File: config.mk
export PLATFORM = sky130hd
export DESIGN_NAME = postfix_expression_evaluator
export DESIGN_NICKNAME = d
export VERILOG_FILES = /design/src/sv/pee_pkg.sv /design/src/sv/pee_stack_mem.sv /design/src/sv/pee_arith.sv /design/src/sv/postfix_expression_evaluator.sv
export SDC_FILE = /design/constraint.sdc
export NUM_CORES = 2
export LEC_CHECK = 0
export BUFFER_PORTS_ARGS = -buffer_cell sky130_fd_sc_hd__buf_2
export CAP_MARGIN = 20
export CORE_MARGIN = 2
export CORE_UTILIZATION = 55
export CTS_CLUSTER_SIZE = 28
export DETAILED_ROUTE_END_ITERATION = 16
export PLACE_DENSITY_LB_ADDON = 0.15
export SYNTH_ARGS = -nofsm -noshare
export SYNTH_HDL_FRONTEND = slang
export SYNTH_SLANG_ARGS = --single-unit
File: constraint.sdc
create_clock -name clk -period 5.95 [get_ports clk]
set_clock_uncertainty 0.1 [all_clocks]
set_input_delay 1.19 -clock clk [delete_from_list [all_inputs] [get_ports clk]]
set_output_delay 1.19 -clock clk [all_outputs]
set_load 0.01 [all_outputs]
File: src/sv/pee_pkg.sv
// shared types and constants for the postfix expression evaluator
// no dependencies; imported by every module of the block
package pee_pkg;

  localparam int STACK_DEPTH_D = 16;
  localparam int VALUE_WIDTH_D = 32;
  localparam int SYMBOL_W      = 8;
  localparam int STATUS_W      = 3;
  localparam int OUT_VALUE_W   = 32;
  // status, top_value, final_value packed, padded to whole bytes
  localparam int OUT_FIELDS_W  = STATUS_W + 2 * OUT_VALUE_W;
  localparam int OUT_TDATA_W   = ((OUT_FIELDS_W + 7) / 8) * 8;

  localparam logic [SYMBOL_W-1:0] CH_ZERO  = 8'h30;
  localparam logic [SYMBOL_W-1:0] CH_NINE  = 8'h39;
  localparam logic [SYMBOL_W-1:0] CH_PLUS  = 8'h2B;
  localparam logic [SYMBOL_W-1:0] CH_MINUS = 8'h2D;
  localparam logic [SYMBOL_W-1:0] CH_STAR  = 8'h2A;
  localparam logic [SYMBOL_W-1:0] CH_SLASH = 8'h2F;
  localparam logic [SYMBOL_W-1:0] CH_TAB   = 8'h09;
  localparam logic [SYMBOL_W-1:0] CH_CR    = 8'h0D;
  localparam logic [SYMBOL_W-1:0] CH_SPACE = 8'h20;

  typedef enum logic [STATUS_W-1:0] {
    ST_OK      = 3'd0,
    ST_DIV0    = 3'd1,
    ST_UNKNOWN = 3'd2,
    ST_UNDER   = 3'd3,
    ST_OVER    = 3'd4,
    ST_IGNORED = 3'd5
  } status_t;

  // request from the sequencer to the multiply / divide unit
  typedef struct packed {
    logic start;
    logic is_div;
  } arith_ctrl_t;

endpackage

File: src/sv/pee_stack_mem.sv
// operand stack storage: one write port, two registered read ports
// uses pee_pkg for default sizes
module pee_stack_mem import pee_pkg::*; #(
  parameter int STACK_DEPTH = STACK_DEPTH_D,
  parameter int VALUE_WIDTH = VALUE_WIDTH_D,
  localparam int AW = $clog2(STACK_DEPTH)
) (
  input  logic                   clk,
  input  logic                   we,
  input  logic [AW-1:0]          waddr,
  input  logic [VALUE_WIDTH-1:0] wdata,
  input  logic [AW-1:0]          ra_addr,
  input  logic [AW-1:0]          rb_addr,
  output logic [VALUE_WIDTH-1:0] ra_data,
  output logic [VALUE_WIDTH-1:0] rb_data
);

  logic [VALUE_WIDTH-1:0] mem [STACK_DEPTH];

  always_ff @(posedge clk) begin
    if (we) begin
      mem[waddr] <= wdata;
    end
    ra_data <= mem[ra_addr];
    rb_data <= mem[rb_addr];
  end

endmodule

File: src/sv/pee_arith.sv
// iterative multiply (shift and add) and signed divide (restoring), one bit a cycle
// uses pee_pkg for the control struct and default widths
module pee_arith import pee_pkg::*; #(
  parameter int VALUE_WIDTH = VALUE_WIDTH_D
) (
  input  logic                   clk,
  input  logic                   rst_n,
  input  arith_ctrl_t            ctrl,
  input  logic [VALUE_WIDTH-1:0] left,
  input  logic [VALUE_WIDTH-1:0] right,
  output logic                   done,
  output logic [VALUE_WIDTH-1:0] result
);

  localparam int W  = VALUE_WIDTH;
  localparam int CW = $clog2(W);

  logic          busy_r, busy_nxt;
  logic          done_r, done_nxt;
  logic          is_div_r, is_div_nxt;
  logic          neg_r, neg_nxt;
  logic [CW-1:0] cnt_r, cnt_nxt;
  logic [W-1:0]  acc_r, acc_nxt;
  logic [W-1:0]  sh_r, sh_nxt;
  logic [W-1:0]  op_r, op_nxt;
  logic [W:0]    trial;
  logic [W:0]    diff;
  logic          ge;

  assign trial = {acc_r, sh_r[W-1]};
  assign diff  = trial - {1'b0, op_r};
  assign ge    = (trial >= {1'b0, op_r});

  always_comb begin
    busy_nxt   = busy_r;
    done_nxt   = 1'b0;
    is_div_nxt = is_div_r;
    neg_nxt    = neg_r;
    cnt_nxt    = cnt_r;
    acc_nxt    = acc_r;
    sh_nxt     = sh_r;
    op_nxt     = op_r;
    if (ctrl.start) begin
      busy_nxt   = 1'b1;
      is_div_nxt = ctrl.is_div;
      cnt_nxt    = CW'(W - 1);
      acc_nxt    = '0;
      if (ctrl.is_div) begin
        // work on magnitudes, fix the sign at the end
        sh_nxt  = left[W-1] ? W'(-left) : left;
        op_nxt  = right[W-1] ? W'(-right) : right;
        neg_nxt = left[W-1] ^ right[W-1];
      end else begin
        sh_nxt  = left;
        op_nxt  = right;
        neg_nxt = 1'b0;
      end
    end else if (busy_r) begin
      if (is_div_r) begin
        acc_nxt = ge ? diff[W-1:0] : trial[W-1:0];
        sh_nxt  = {sh_r[W-2:0], ge};
      end else begin
        if (op_r[0]) begin
          acc_nxt = acc_r + sh_r;
        end
        sh_nxt = {sh_r[W-2:0], 1'b0};
        op_nxt = {1'b0, op_r[W-1:1]};
      end
      cnt_nxt = cnt_r - 1'b1;
      if (cnt_r == '0) begin
        busy_nxt = 1'b0;
        done_nxt = 1'b1;
      end
    end
  end

  always_ff @(posedge clk) begin
    if (!rst_n) begin
      busy_r <= 1'b0;
      done_r <= 1'b0;
    end else begin
      busy_r <= busy_nxt;
      done_r <= done_nxt;
    end
    is_div_r <= is_div_nxt;
    neg_r    <= neg_nxt;
    cnt_r    <= cnt_nxt;
    acc_r    <= acc_nxt;
    sh_r     <= sh_nxt;
    op_r     <= op_nxt;
  end

  assign done   = done_r;
  assign result = !is_div_r ? acc_r : (neg_r ? W'(-sh_r) : sh_r);

endmodule

File: src/sv/postfix_expression_evaluator.sv
// postfix expression evaluator: one result word per symbol word
// a symbol passes S_EXEC and S_DONE, with S_ARITH between them for * and a non-zero /
// on the bit-serial unit, or S_TOPRD for an unknown symbol with three or more operands
// one symbol in flight; in_tready rises in the same cycle as out_tvalid, and no new word
// is taken before then; S_DONE waits while a result word is held by out_tready low
// synchronous active-low reset empties the stack and clears the abort flag
module postfix_expression_evaluator import pee_pkg::*; #(
  parameter int STACK_DEPTH = STACK_DEPTH_D,
  parameter int VALUE_WIDTH = VALUE_WIDTH_D
) (
  input  logic                   clk,
  input  logic                   rst_n,
  input  logic                   in_tvalid,
  output logic                   in_tready,
  input  logic [SYMBOL_W-1:0]    in_tdata,   // symbol
  input  logic                   in_tlast,   // end_of_expression
  output logic                   out_tvalid,
  input  logic                   out_tready,
  output logic [OUT_TDATA_W-1:0] out_tdata,  // status, top_value, final_value, zero pad
  output logic                   out_tlast,  // done_res
  output logic                   out_tuser   // final_ok
);

  localparam int W    = VALUE_WIDTH;
  localparam int AW   = $clog2(STACK_DEPTH);
  localparam int CNTW = $clog2(STACK_DEPTH + 1);

  typedef enum logic [2:0] {
    S_IDLE,
    S_EXEC,
    S_TOPRD,
    S_ARITH,
    S_DONE
  } state_t;

  typedef enum logic [2:0] {
    K_DIGIT,
    K_SPACE,
    K_ADD,
    K_SUB,
    K_MUL,
    K_DIV,
    K_OTHER
  } kind_t;

  state_t                 state_r, state_nxt;
  logic [CNTW-1:0]        count_r, count_nxt;
  logic                   aborted_r, aborted_nxt;
  logic [SYMBOL_W-1:0]    sym_r, sym_nxt;
  logic                   last_r, last_nxt;
  status_t                status_r, status_nxt;
  logic [W-1:0]           top_r, top_nxt;
  logic                   out_tvalid_r, out_tvalid_nxt;
  logic [OUT_TDATA_W-1:0] out_tdata_r, out_tdata_nxt;
  logic                   out_tlast_r, out_tlast_nxt;
  logic                   out_tuser_r, out_tuser_nxt;

  kind_t                  kind;
  logic                   in_accept;
  logic                   out_load;
  logic                   final_ok;
  logic [OUT_VALUE_W-1:0] top_ext;

  logic                   mem_we;
  logic [AW-1:0]          mem_waddr;
  logic [W-1:0]           mem_wdata;
  logic [AW-1:0]          ra_addr;
  logic [AW-1:0]          rb_addr;
  logic [W-1:0]           ra_data;
  logic [W-1:0]           rb_data;

  arith_ctrl_t            arith_ctrl;
  logic                   arith_done;
  logic [W-1:0]           arith_result;

  pee_stack_mem #(
    .STACK_DEPTH(STACK_DEPTH),
    .VALUE_WIDTH(VALUE_WIDTH)
  ) u_mem (
    .clk     (clk),
    .we      (mem_we),
    .waddr   (mem_waddr),
    .wdata   (mem_wdata),
    .ra_addr (ra_addr),
    .rb_addr (rb_addr),
    .ra_data (ra_data),
    .rb_data (rb_data)
  );

  pee_arith #(
    .VALUE_WIDTH(VALUE_WIDTH)
  ) u_arith (
    .clk    (clk),
    .rst_n  (rst_n),
    .ctrl   (arith_ctrl),
    .left   (rb_data),
    .right  (ra_data),
    .done   (arith_done),
    .result (arith_result)
  );

  always_comb begin
    case (sym_r) inside
      [CH_ZERO:CH_NINE]:       kind = K_DIGIT;
      [CH_TAB:CH_CR], CH_SPACE: kind = K_SPACE;
      CH_PLUS:                 kind = K_ADD;
      CH_MINUS:                kind = K_SUB;
      CH_STAR:                 kind = K_MUL;
      CH_SLASH:                kind = K_DIV;
      default:                 kind = K_OTHER;
    endcase
  end

  assign in_tready = (state_r == S_IDLE);
  assign in_accept = in_tvalid && in_tready;
  assign out_load  = (state_r == S_DONE) && (!out_tvalid_r || out_tready);
  assign top_ext   = OUT_VALUE_W'(signed'(top_r));
  assign final_ok  = last_r && !aborted_r && (count_r == CNTW'(1));

  always_comb begin
    state_nxt      = state_r;
    count_nxt      = count_r;
    aborted_nxt    = aborted_r;
    sym_nxt        = sym_r;
    last_nxt       = last_r;
    status_nxt     = status_r;
    top_nxt        = top_r;
    out_tvalid_nxt = out_tvalid_r && !out_tready;
    out_tdata_nxt  = out_tdata_r;
    out_tlast_nxt  = out_tlast_r;
    out_tuser_nxt  = out_tuser_r;
    mem_we         = 1'b0;
    mem_waddr      = AW'(count_r);
    mem_wdata      = top_r;
    // top and the entry below it are read on accept
    ra_addr        = AW'(count_r - 1'b1);
    rb_addr        = AW'(count_r - CNTW'(2));
    arith_ctrl     = '0;

    case (state_r)
      S_IDLE: begin
        if (in_accept) begin
          sym_nxt   = in_tdata;
          last_nxt  = in_tlast;
          state_nxt = S_EXEC;
        end
      end

      S_EXEC: begin
        state_nxt  = S_DONE;
        status_nxt = ST_OK;
        top_nxt    = (count_r == '0) ? '0 : ra_data;
        if (aborted_r) begin
          status_nxt = ST_IGNORED;
        end else if (kind == K_DIGIT) begin
          if (count_r == CNTW'(STACK_DEPTH)) begin
            status_nxt  = ST_OVER;
            aborted_nxt = 1'b1;
          end else begin
            mem_we    = 1'b1;
            mem_waddr = AW'(count_r);
            mem_wdata = W'(sym_r[3:0]);
            top_nxt   = W'(sym_r[3:0]);
            count_nxt = count_r + 1'b1;
          end
        end else if (kind == K_SPACE) begin
          status_nxt = ST_OK;
        end else if (count_r < CNTW'(2)) begin
          status_nxt  = ST_UNDER;
          aborted_nxt = 1'b1;
        end else begin
          mem_waddr = AW'(count_r - CNTW'(2));
          count_nxt = count_r - 1'b1;
          case (kind)
            K_ADD: begin
              mem_we    = 1'b1;
              mem_wdata = rb_data + ra_data;
              top_nxt   = rb_data + ra_data;
            end
            K_SUB: begin
              mem_we    = 1'b1;
              mem_wdata = rb_data - ra_data;
              top_nxt   = rb_data - ra_data;
            end
            K_MUL: begin
              arith_ctrl = '{start: 1'b1, is_div: 1'b0};
              state_nxt  = S_ARITH;
            end
            K_DIV: begin
              if (ra_data == '0) begin
                mem_we     = 1'b1;
                mem_wdata  = '0;
                top_nxt    = '0;
                status_nxt = ST_DIV0;
              end else begin
                arith_ctrl = '{start: 1'b1, is_div: 1'b1};
                state_nxt  = S_ARITH;
              end
            end
            default: begin
              // unknown symbol drops both operands; the new top needs another read unless none are left
              status_nxt = ST_UNKNOWN;
              count_nxt  = count_r - CNTW'(2);
              if (count_r == CNTW'(2)) begin
                top_nxt = '0;
              end else begin
                ra_addr   = AW'(count_r - CNTW'(3));
                state_nxt = S_TOPRD;
              end
            end
          endcase
        end
      end

      S_TOPRD: begin
        top_nxt   = ra_data;
        state_nxt = S_DONE;
      end

      S_ARITH: begin
        if (arith_done) begin
          mem_we    = 1'b1;
          mem_waddr = AW'(count_r - 1'b1);
          mem_wdata = arith_result;
          top_nxt   = arith_result;
          state_nxt = S_DONE;
        end
      end

      S_DONE: begin
        if (out_load) begin
          out_tvalid_nxt = 1'b1;
          out_tdata_nxt  = OUT_TDATA_W'({(final_ok ? top_ext : {OUT_VALUE_W{1'b0}}),
                                         top_ext, status_r});
          out_tlast_nxt  = last_r;
          out_tuser_nxt  = final_ok;
          if (last_r) begin
            count_nxt   = '0;
            aborted_nxt = 1'b0;
          end
          state_nxt = S_IDLE;
        end
      end

      default: begin
        state_nxt = S_IDLE;
      end
    endcase
  end

  always_ff @(posedge clk) begin
    if (!rst_n) begin
      state_r      <= S_IDLE;
      count_r      <= '0;
      aborted_r    <= 1'b0;
      out_tvalid_r <= 1'b0;
    end else begin
      state_r      <= state_nxt;
      count_r      <= count_nxt;
      aborted_r    <= aborted_nxt;
      out_tvalid_r <= out_tvalid_nxt;
    end
    sym_r       <= sym_nxt;
    last_r      <= last_nxt;
    status_r    <= status_nxt;
    top_r       <= top_nxt;
    out_tdata_r <= out_tdata_nxt;
    out_tlast_r <= out_tlast_nxt;
    out_tuser_r <= out_tuser_nxt;
  end

  assign out_tvalid = out_tvalid_r;
  assign out_tdata  = out_tdata_r;
  assign out_tlast  = out_tlast_r;
  assign out_tuser  = out_tuser_r;

  a_count_bound: assert property (@(posedge clk) disable iff (!rst_n)
    count_r <= CNTW'(STACK_DEPTH))
    else $error("stack count beyond depth");

  a_no_write_aborted: assert property (@(posedge clk) disable iff (!rst_n)
    (state_r == S_EXEC && aborted_r) |-> !mem_we)
    else $error("stack written while expression aborted");

  a_arith_done_state: assert property (@(posedge clk) disable iff (!rst_n)
    arith_done |-> state_r == S_ARITH)
    else $error("arith unit finished outside its wait state");

  a_final_ok_status: assert property (@(posedge clk) disable iff (!rst_n)
    (out_tvalid_r && out_tuser_r) |->
      (out_tlast_r && (out_tdata_r[STATUS_W-1:0] == ST_OK ||
                       out_tdata_r[STATUS_W-1:0] == ST_DIV0 ||
                       out_tdata_r[STATUS_W-1:0] == ST_UNKNOWN)))
    else $error("final_ok on a word that is not a clean last word");

  a_clear_at_end: assert property (@(posedge clk) disable iff (!rst_n)
    (out_load && last_r) |=> (count_r == '0 && !aborted_r))
    else $error("stack not cleared after last symbol");

endmodule

# Word-level counts from Yosys, hierarchy flattened
# Memories as Yosys holds them, arrays and structs flattened. A register that Yosys moved wholly into a read port is not among the register bits.
# Cells that the tools add are included.
# totals
reg_bits,228
output_inout_bits,76
ramBits,512
inputBits,13
n_memories,1
wordCells,211
# op_classes
reduce_logical,32
order_cmp,6
mux,111
addsub,12
n_eq_ne,26
bitwise_logic,3
# memory_table
name,words,word_bits,read_ports,rd_ports_with_merged_regs,write_ports,line_no,rtl
u_mem.mem,16,32,2,2,1,pee_stack_mem.sv:18,logic [VALUE_WIDTH-1:0] mem [STACK_DEPTH];
# ops
cell,n
$mux W32,29
$pmux W32 S3,2
$pmux W32 S4,1
$neg A32 Y32,3
$add A32 B32 Y32,2
$pmux W32 S2,1
$sub A32 B32 Y32,2
$mux W4,12
$mux W3,15
$eq A8 B6 Y1 const B,5
$mux W5,8
$ge A33 B32 Y1,1
$logic_not A32 Y1,1
$mux W1,24
$mux W2,10
$pmux W3 S5,1
$eq A3 B2 Y1 const B,4
$logic_not A5 Y1,2
$pmux W5 S2,1
$sub A5 B1 Y5 const B,2
$eq A3 B3 Y1 const B,3
$ne A3 B3 Y1 const B,3
$pmux W3 S3,1
$ge A8 B4 Y1 const B,1
other kinds (30),56

# Longest topological paths before layout
# logic_depth
ltp_word,17
ltp_mapped,18
ltp_nobuf,13

# Hierarchy
# Synthesis repeated with hierarchy kept, for this count alone.
# unflattened
cells_unflattened,3791
hier_area_um2,45398.5
# by_module_without_submodules
module,seq_area_each_um2,area_per_inst_um2,instances,cells_per_inst
pee_stack_mem,16656.0,24203.2,1,1141
postfix_expression_evaluator,3593.4,10951.8,1,1312
pee_arith,2762.6,10243.6,1,1338

# Worst setup path before layout
# No wires, ideal clock.
# synth_path
kind,reg2reg
startpoint,register count_r[0]
endpoint,"memory u_mem.mem[10][0] in the netlist's numbering, enable pin"
arrival_time_ns,5.002
setup_slack_ns,0.427
t_required_ns,5.429
n_path_buf,7
path_stages_with_launch,18
setup_time_ns,0.421
period_less_slack_ns,5.523
cell_sequence,dfxtp_1 -> clkbuf_1 -> clkbuf_1 -> buf_1 -> inv_1 -> clkbuf_1 -> buf_1 -> ha_1 -> and3_1 -> clkbuf_1 -> nor2_1 -> a21oi_1 -> nor2_1 -> o21ai_0 -> clkbuf_1 -> nor2_1 -> nand3_1 -> nor2_1
# synth_via
elab_chain_len,8
word_cells_on_any_way,18
cone_classes,add/sub: 2; order compare: 1; eq/ne: 1; mux: 14
# synth_rtl
item,line_no,rtl
start: declaration,postfix_expression_evaluator.sv:47,"logic [CNTW-1:0] count_r, count_nxt;"
start signal: assignment,postfix_expression_evaluator.sv:259,count_r <= count_nxt;
$lt A5 B2 Y1,postfix_expression_evaluator.sv:168,end else if (count_r < CNTW'(2)) begin
$mux W1,postfix_expression_evaluator.sv:168,
$mux W1,postfix_expression_evaluator.sv:166,end else if (kind == K_SPACE) begin
$mux W1,postfix_expression_evaluator.sv:155,end else if (kind == K_DIGIT) begin
$mux W1,postfix_expression_evaluator.sv:153,if (aborted_r) begin
$pmux W1 S2,postfix_expression_evaluator.sv:140,case (state_r)
$mux W1,pee_stack_mem.sv:21,if (we) begin
$mux W1 (not written as such),pee_stack_mem.sv:22,mem[waddr] <= wdata;
end: declaration,pee_stack_mem.sv:18,
# Several ways; a longest one is shown, not always the timed one.

# Worst setup path in the final report
# layout_path
startpoint,"register u_mem.ra_data[0], read port of u_mem.mem"
endpoint,"memory u_mem.mem[3][6] in the netlist's numbering, enable pin"
# layout_via
elab_chain_len,10
# layout_rtl
item,line_no,rtl
start: declaration,pee_stack_mem.sv:14,"output logic [VALUE_WIDTH-1:0] ra_data,"
$logic_not A32 Y1,postfix_expression_evaluator.sv:190,if (ra_data == '0) begin
$mux W1,postfix_expression_evaluator.sv:190,
$pmux W1 S2,postfix_expression_evaluator.sv:174,case (kind)
$mux W1,postfix_expression_evaluator.sv:168,
$mux W1,postfix_expression_evaluator.sv:166,
$mux W1,postfix_expression_evaluator.sv:155,
$mux W1,postfix_expression_evaluator.sv:153,
$pmux W1 S2,postfix_expression_evaluator.sv:140,
$mux W1,pee_stack_mem.sv:21,
$mux W1 (not written as such),pee_stack_mem.sv:22,
# Every way passes these cells.

==> results.txt <==
----------------------------------------------------
[Run status]
  Status ... finished, final reports clean

[Route]
  Post-detailed-routing wire length ... 157,000 um
  Routed wire per std cell ... 28.6 um
  Via-per-instance ratio ... 6.78
  Iteration count of the initial detailed-routing pass ... 6
  DRT iter0 DRCs ... 4,962
  ANT nets after route ... 0
  Routed wl met3 ... 15,600 um
  Met2 layer wire length in the routed design ... 70,900 um
  DRC violations left ... 0
  Highest routed layer ... met5
  Metal1 wirelength ... 60,900 um
  Total via count in the routed design ... 37.2k

[Clock tree]
  Number of setup buffers added after CTS ... 0
  Number of sinks on the clock net ... 804
  Number of buffers between clock root and the deepest sink ... 3
  Clk pin slew, worst setup/hold paths ... 70 ps
  # hold bufs at CTS ... 0
  Insertion delay of the later-clocked pin in the worst-skew pair ... 670 ps
  Cell chosen for the clock root ... sky130_fd_sc_hd__clkbuf_16
  H-Tree Depth ... 3
  Cts bufs inserted ... 86
  TritonCTS clock tree ... built
  Post-CTS resize count ... 0

[Cells and area]
  Number of nets in the final layout ... 4,495
  Layout area overhead ... 11.1%
  Fill cell total of the finished layout ... 6,706
  Fraction of layout instances using a drive strength above 1 ... 13.4%
  Share of the core filled with cells in the final layout ... 61.8%

[Worst setup path]
  Register-to-Register Path Depth ... 13
  Flop2flop setup slack ... 690 ps
  Total buffers and inverters traversed by the critical path ... 3
  Crit-path slowest cell ... sky130_fd_sc_hd__or4b_2
  Largest fanout on the critical path ... 20
  Sequence of cells on the critical path ... inv_1, ha_1, nand3_1, or4b_2, o21bai_1, a21oi_1, nor2_1, o21ai_0, buf_4, nor2_1, nand3_1, nor2_4, buf_12
  Maximum cell stage delay along the critical path ... 880 ps
  WS Path Type ... register to register
  Capture point of the worst reg-to-reg path ... u_mem.mem[3][6]
  Crit Reg-Reg Startpoint ... u_mem.ra_data[0]
  Data arrival time of the critical path ... 5500 ps
  CP Capture Type ... register
  Critical Path Start Type ... register
  Critical path data required time ... 6200 ps
  Delay-heaviest family, CP ... simple AND/OR/NAND/NOR gates

[Yosys]
  Most common cell in the netlist ... sky130_fd_sc_hd__nand2_1
  Commonest register cell after synthesis ... sky130_fd_sc_hd__edfxtp_1
  Most numerous cell types in the synthesized netlist ... 842 x sky130_fd_sc_hd__nand2_1, 691 x sky130_fd_sc_hd__edfxtp_1, 289 x sky130_fd_sc_hd__o21ai_0
  Asr flop ratio synth ... 0%
  Top post-synthesis cells by area ... sky130_fd_sc_hd__edfxtp_1 45%, sky130_fd_sc_hd__mux4_2 7.9%, sky130_fd_sc_hd__nand2_1 6.9%
  Synth unique cells ... 84
  Top-area cell type share of the netlist area ... 45.4%
  Seq/Total Area, Yosys ... 50.3%
  Post-synth top area cell ... sky130_fd_sc_hd__edfxtp_1
  Synth Warn # ... 0
  Number of flops mapped to enable cells by yosys ... 691
  Cell count after synthesis ... 4,309
  Average cell area after synthesis ... 10.6 sq um
  Combined area of all synthesized cells ... 0.0457 sq mm
  Total of flip-flops plus latches after synthesis ... 804

[Die]
  Die height ... 292 um
  Initial standard-cell utilization of the core ... 55.6%
  Number of placed I/O pins ... 89
  Width of the chip ... 292 um
  Die area ... 0.0855 sq mm
  Standard cell core area ... 0.0822 sq mm
  Cell row count ... 105

[Timing]
  Worst-case headroom to the max-slew limit ... 25.9%
  Min Hold Slack ... 337 ps
  Max Fclk ... 190 MHz
  Slew at the pin closest to its max-slew limit ... 1110 ps
  Fin crit period ... 5260 ps
  Tcrit/Tclk final ... 88.4%
  Number of pins with negative max-slew slack in the final report ... 0
  Final-report hold violation count ... 0
  Unrepaired setup endpoints after global routing ... no
  Setup tns final ... 0 ps
  Number of setup violations in the final report ... 0

[Global route]
  Largest net degree at the start of global routing ... 138
  Via count of the first global-routing pass ... 34.8k
  Global route total overflow ... 0
  Initial antenna violation count ... 8
  Wire length of the first global-routing pass ... 230,000 um
  All-layer global routing usage ... 36.3%

[Job]
  Reported max-cap violation count ... 0

[Place]
  HPWL reported at the end of detailed placement ... 108,000 um
  Number of port buffers ... 83
  Placer Congestion ... 1.02

[Worst hold path]
  Hold Startpoint ... status_r[2]
  Number of cells on the worst hold path ... 0
  Classification of the worst-slack hold path ... register to register
  End point of the most critical hold path ... out_tdata[2]

[Pwr]
  Overall power ... 20,200 uW
  Static Leak ... 0.0182 uW
  Pwr Density ... 398 mW/mm^2
  Worst vdd ir ... 0.263 mV

----------------------------------------------------
worst register-to-register path, cell delays in order (launching register included):
cell and delay, ps:
sky130_fd_sc_hd__dfxtp_1 420, sky130_fd_sc_hd__inv_1 130, sky130_fd_sc_hd__ha_1 240, sky130_fd_sc_hd__nand3_1 430, sky130_fd_sc_hd__or4b_2 880, sky130_fd_sc_hd__o21bai_1 230
sky130_fd_sc_hd__a21oi_1 120, sky130_fd_sc_hd__nor2_1 110, sky130_fd_sc_hd__o21ai_0 90, sky130_fd_sc_hd__buf_4 240, sky130_fd_sc_hd__nor2_1 470, sky130_fd_sc_hd__nand3_1 460
sky130_fd_sc_hd__nor2_4 700, sky130_fd_sc_hd__buf_12 310
per-layer routing:
layer  global-route usage, %  up-vias
met4                    20.0        4
met5                       0        -
met2                    56.2     2270
met3                    6.48      470
li1                        -    16300
met1                    48.8    18100
flip-flops by register name, indices dropped and copies added, names as in the netlist, 3 cells and up:
register       count
u_mem.rb_data     32
sym_r              8
u_arith.acc_r     32
status_r           3
u_mem.mem        512
u_arith.cnt_r      5
u_mem.ra_data     32
u_arith.op_r      32
out_tdata         67
top_ext           32
u_arith.sh_r      32
state_r            3
count_r            5
area by class of cell:
class | count | area, sq um | share of cell area [%]
clock inverter | 49 | 567 | 1.12
multi-input combinational | 3107 | 21500 | 42.3
clock buffer | 108 | 2320 | 4.58
antenna | 2 | 5.00 | 0.00985
sequential | 804 | 23000 | 45.3
inverter | 125 | 469 | 0.924
tap | 1070 | 1340 | 2.64
timing repair buffer | 217 | 1610 | 3.16
cell usage in the layout, fill, tap and decap left out, drive strengths merged, types with 42 or more instances in the layout:
| master | count |
|---|---|
| a211oi | 44 |
| nor2 | 229 |
| mux4 | 160 |
| o21ai | 289 |
| nand2b | 44 |
| a21o | 42 |
| and3 | 80 |
| a21oi | 241 |
| inv | 129 |
| nand3 | 58 |
| xnor2 | 74 |
| edfxtp | 691 |
| and2 | 47 |
| a31oi | 63 |
| ha | 137 |
| a311oi | 70 |
| clkbuf | 108 |
| nand2 | 842 |
| o211ai | 42 |
| dfxtp | 113 |
| buf | 217 |
| nor3 | 56 |
| xor2 | 78 |
power by group:
part | internal [uW] | total (uW) | switching [uW] | leakage, uW
Sequential | 6660 | 7360 | 696 | 0.00716
Clock | 3150 | 5520 | 2370 | 0.00140
Combinational | 2440 | 7350 | 4910 | 0.00967
Total | 12300 | 20200 | 7980 | 0.0182
kinds of logic (layout without fill, tap and decap cells):
| logic type | after synthesis | after routing | share of synthesized area [%] |
|---|---|---|---|
| other cells | 1 | 7 | 0.00820 |
| flops | 804 | 804 | 50.3 |
| compound gates | 1122 | 1122 | 16.3 |
| fa+ha+maj | 141 | 141 | 3.92 |
| xor+xnor | 152 | 152 | 2.91 |
| buf+inv | 402 | 499 | 3.41 |
| mux | 192 | 192 | 8.59 |
| simple gates | 1495 | 1495 | 14.5 |
worst max-delay path by stage:
stage | from | to | depth (start not counted)
global placement | u_mem.ra_data[6] | u_mem.mem[12][9] | 12
finish | u_mem.ra_data[0] | u_mem.mem[3][6] | 13
detailed placement | u_mem.ra_data[1] | u_mem.mem[3][10] | 13
CTS | u_mem.ra_data[1] | u_mem.mem[3][6] | 13
global route | u_mem.ra_data[1] | u_mem.mem[3][6] | 13
floorplan | count_r[0] | u_mem.mem[10][0] | 17
metrics by stage:
stage	cells	setup WS, ps	instance area (sq um)
floorplan	4313	427	45800
global placement	5319	1050	47800
detailed placement	5320	887	47800
CTS	5477	852	50700
global route	5480	553	50800
finish	5482	693	50800
(Power assumes the default switching activity.)
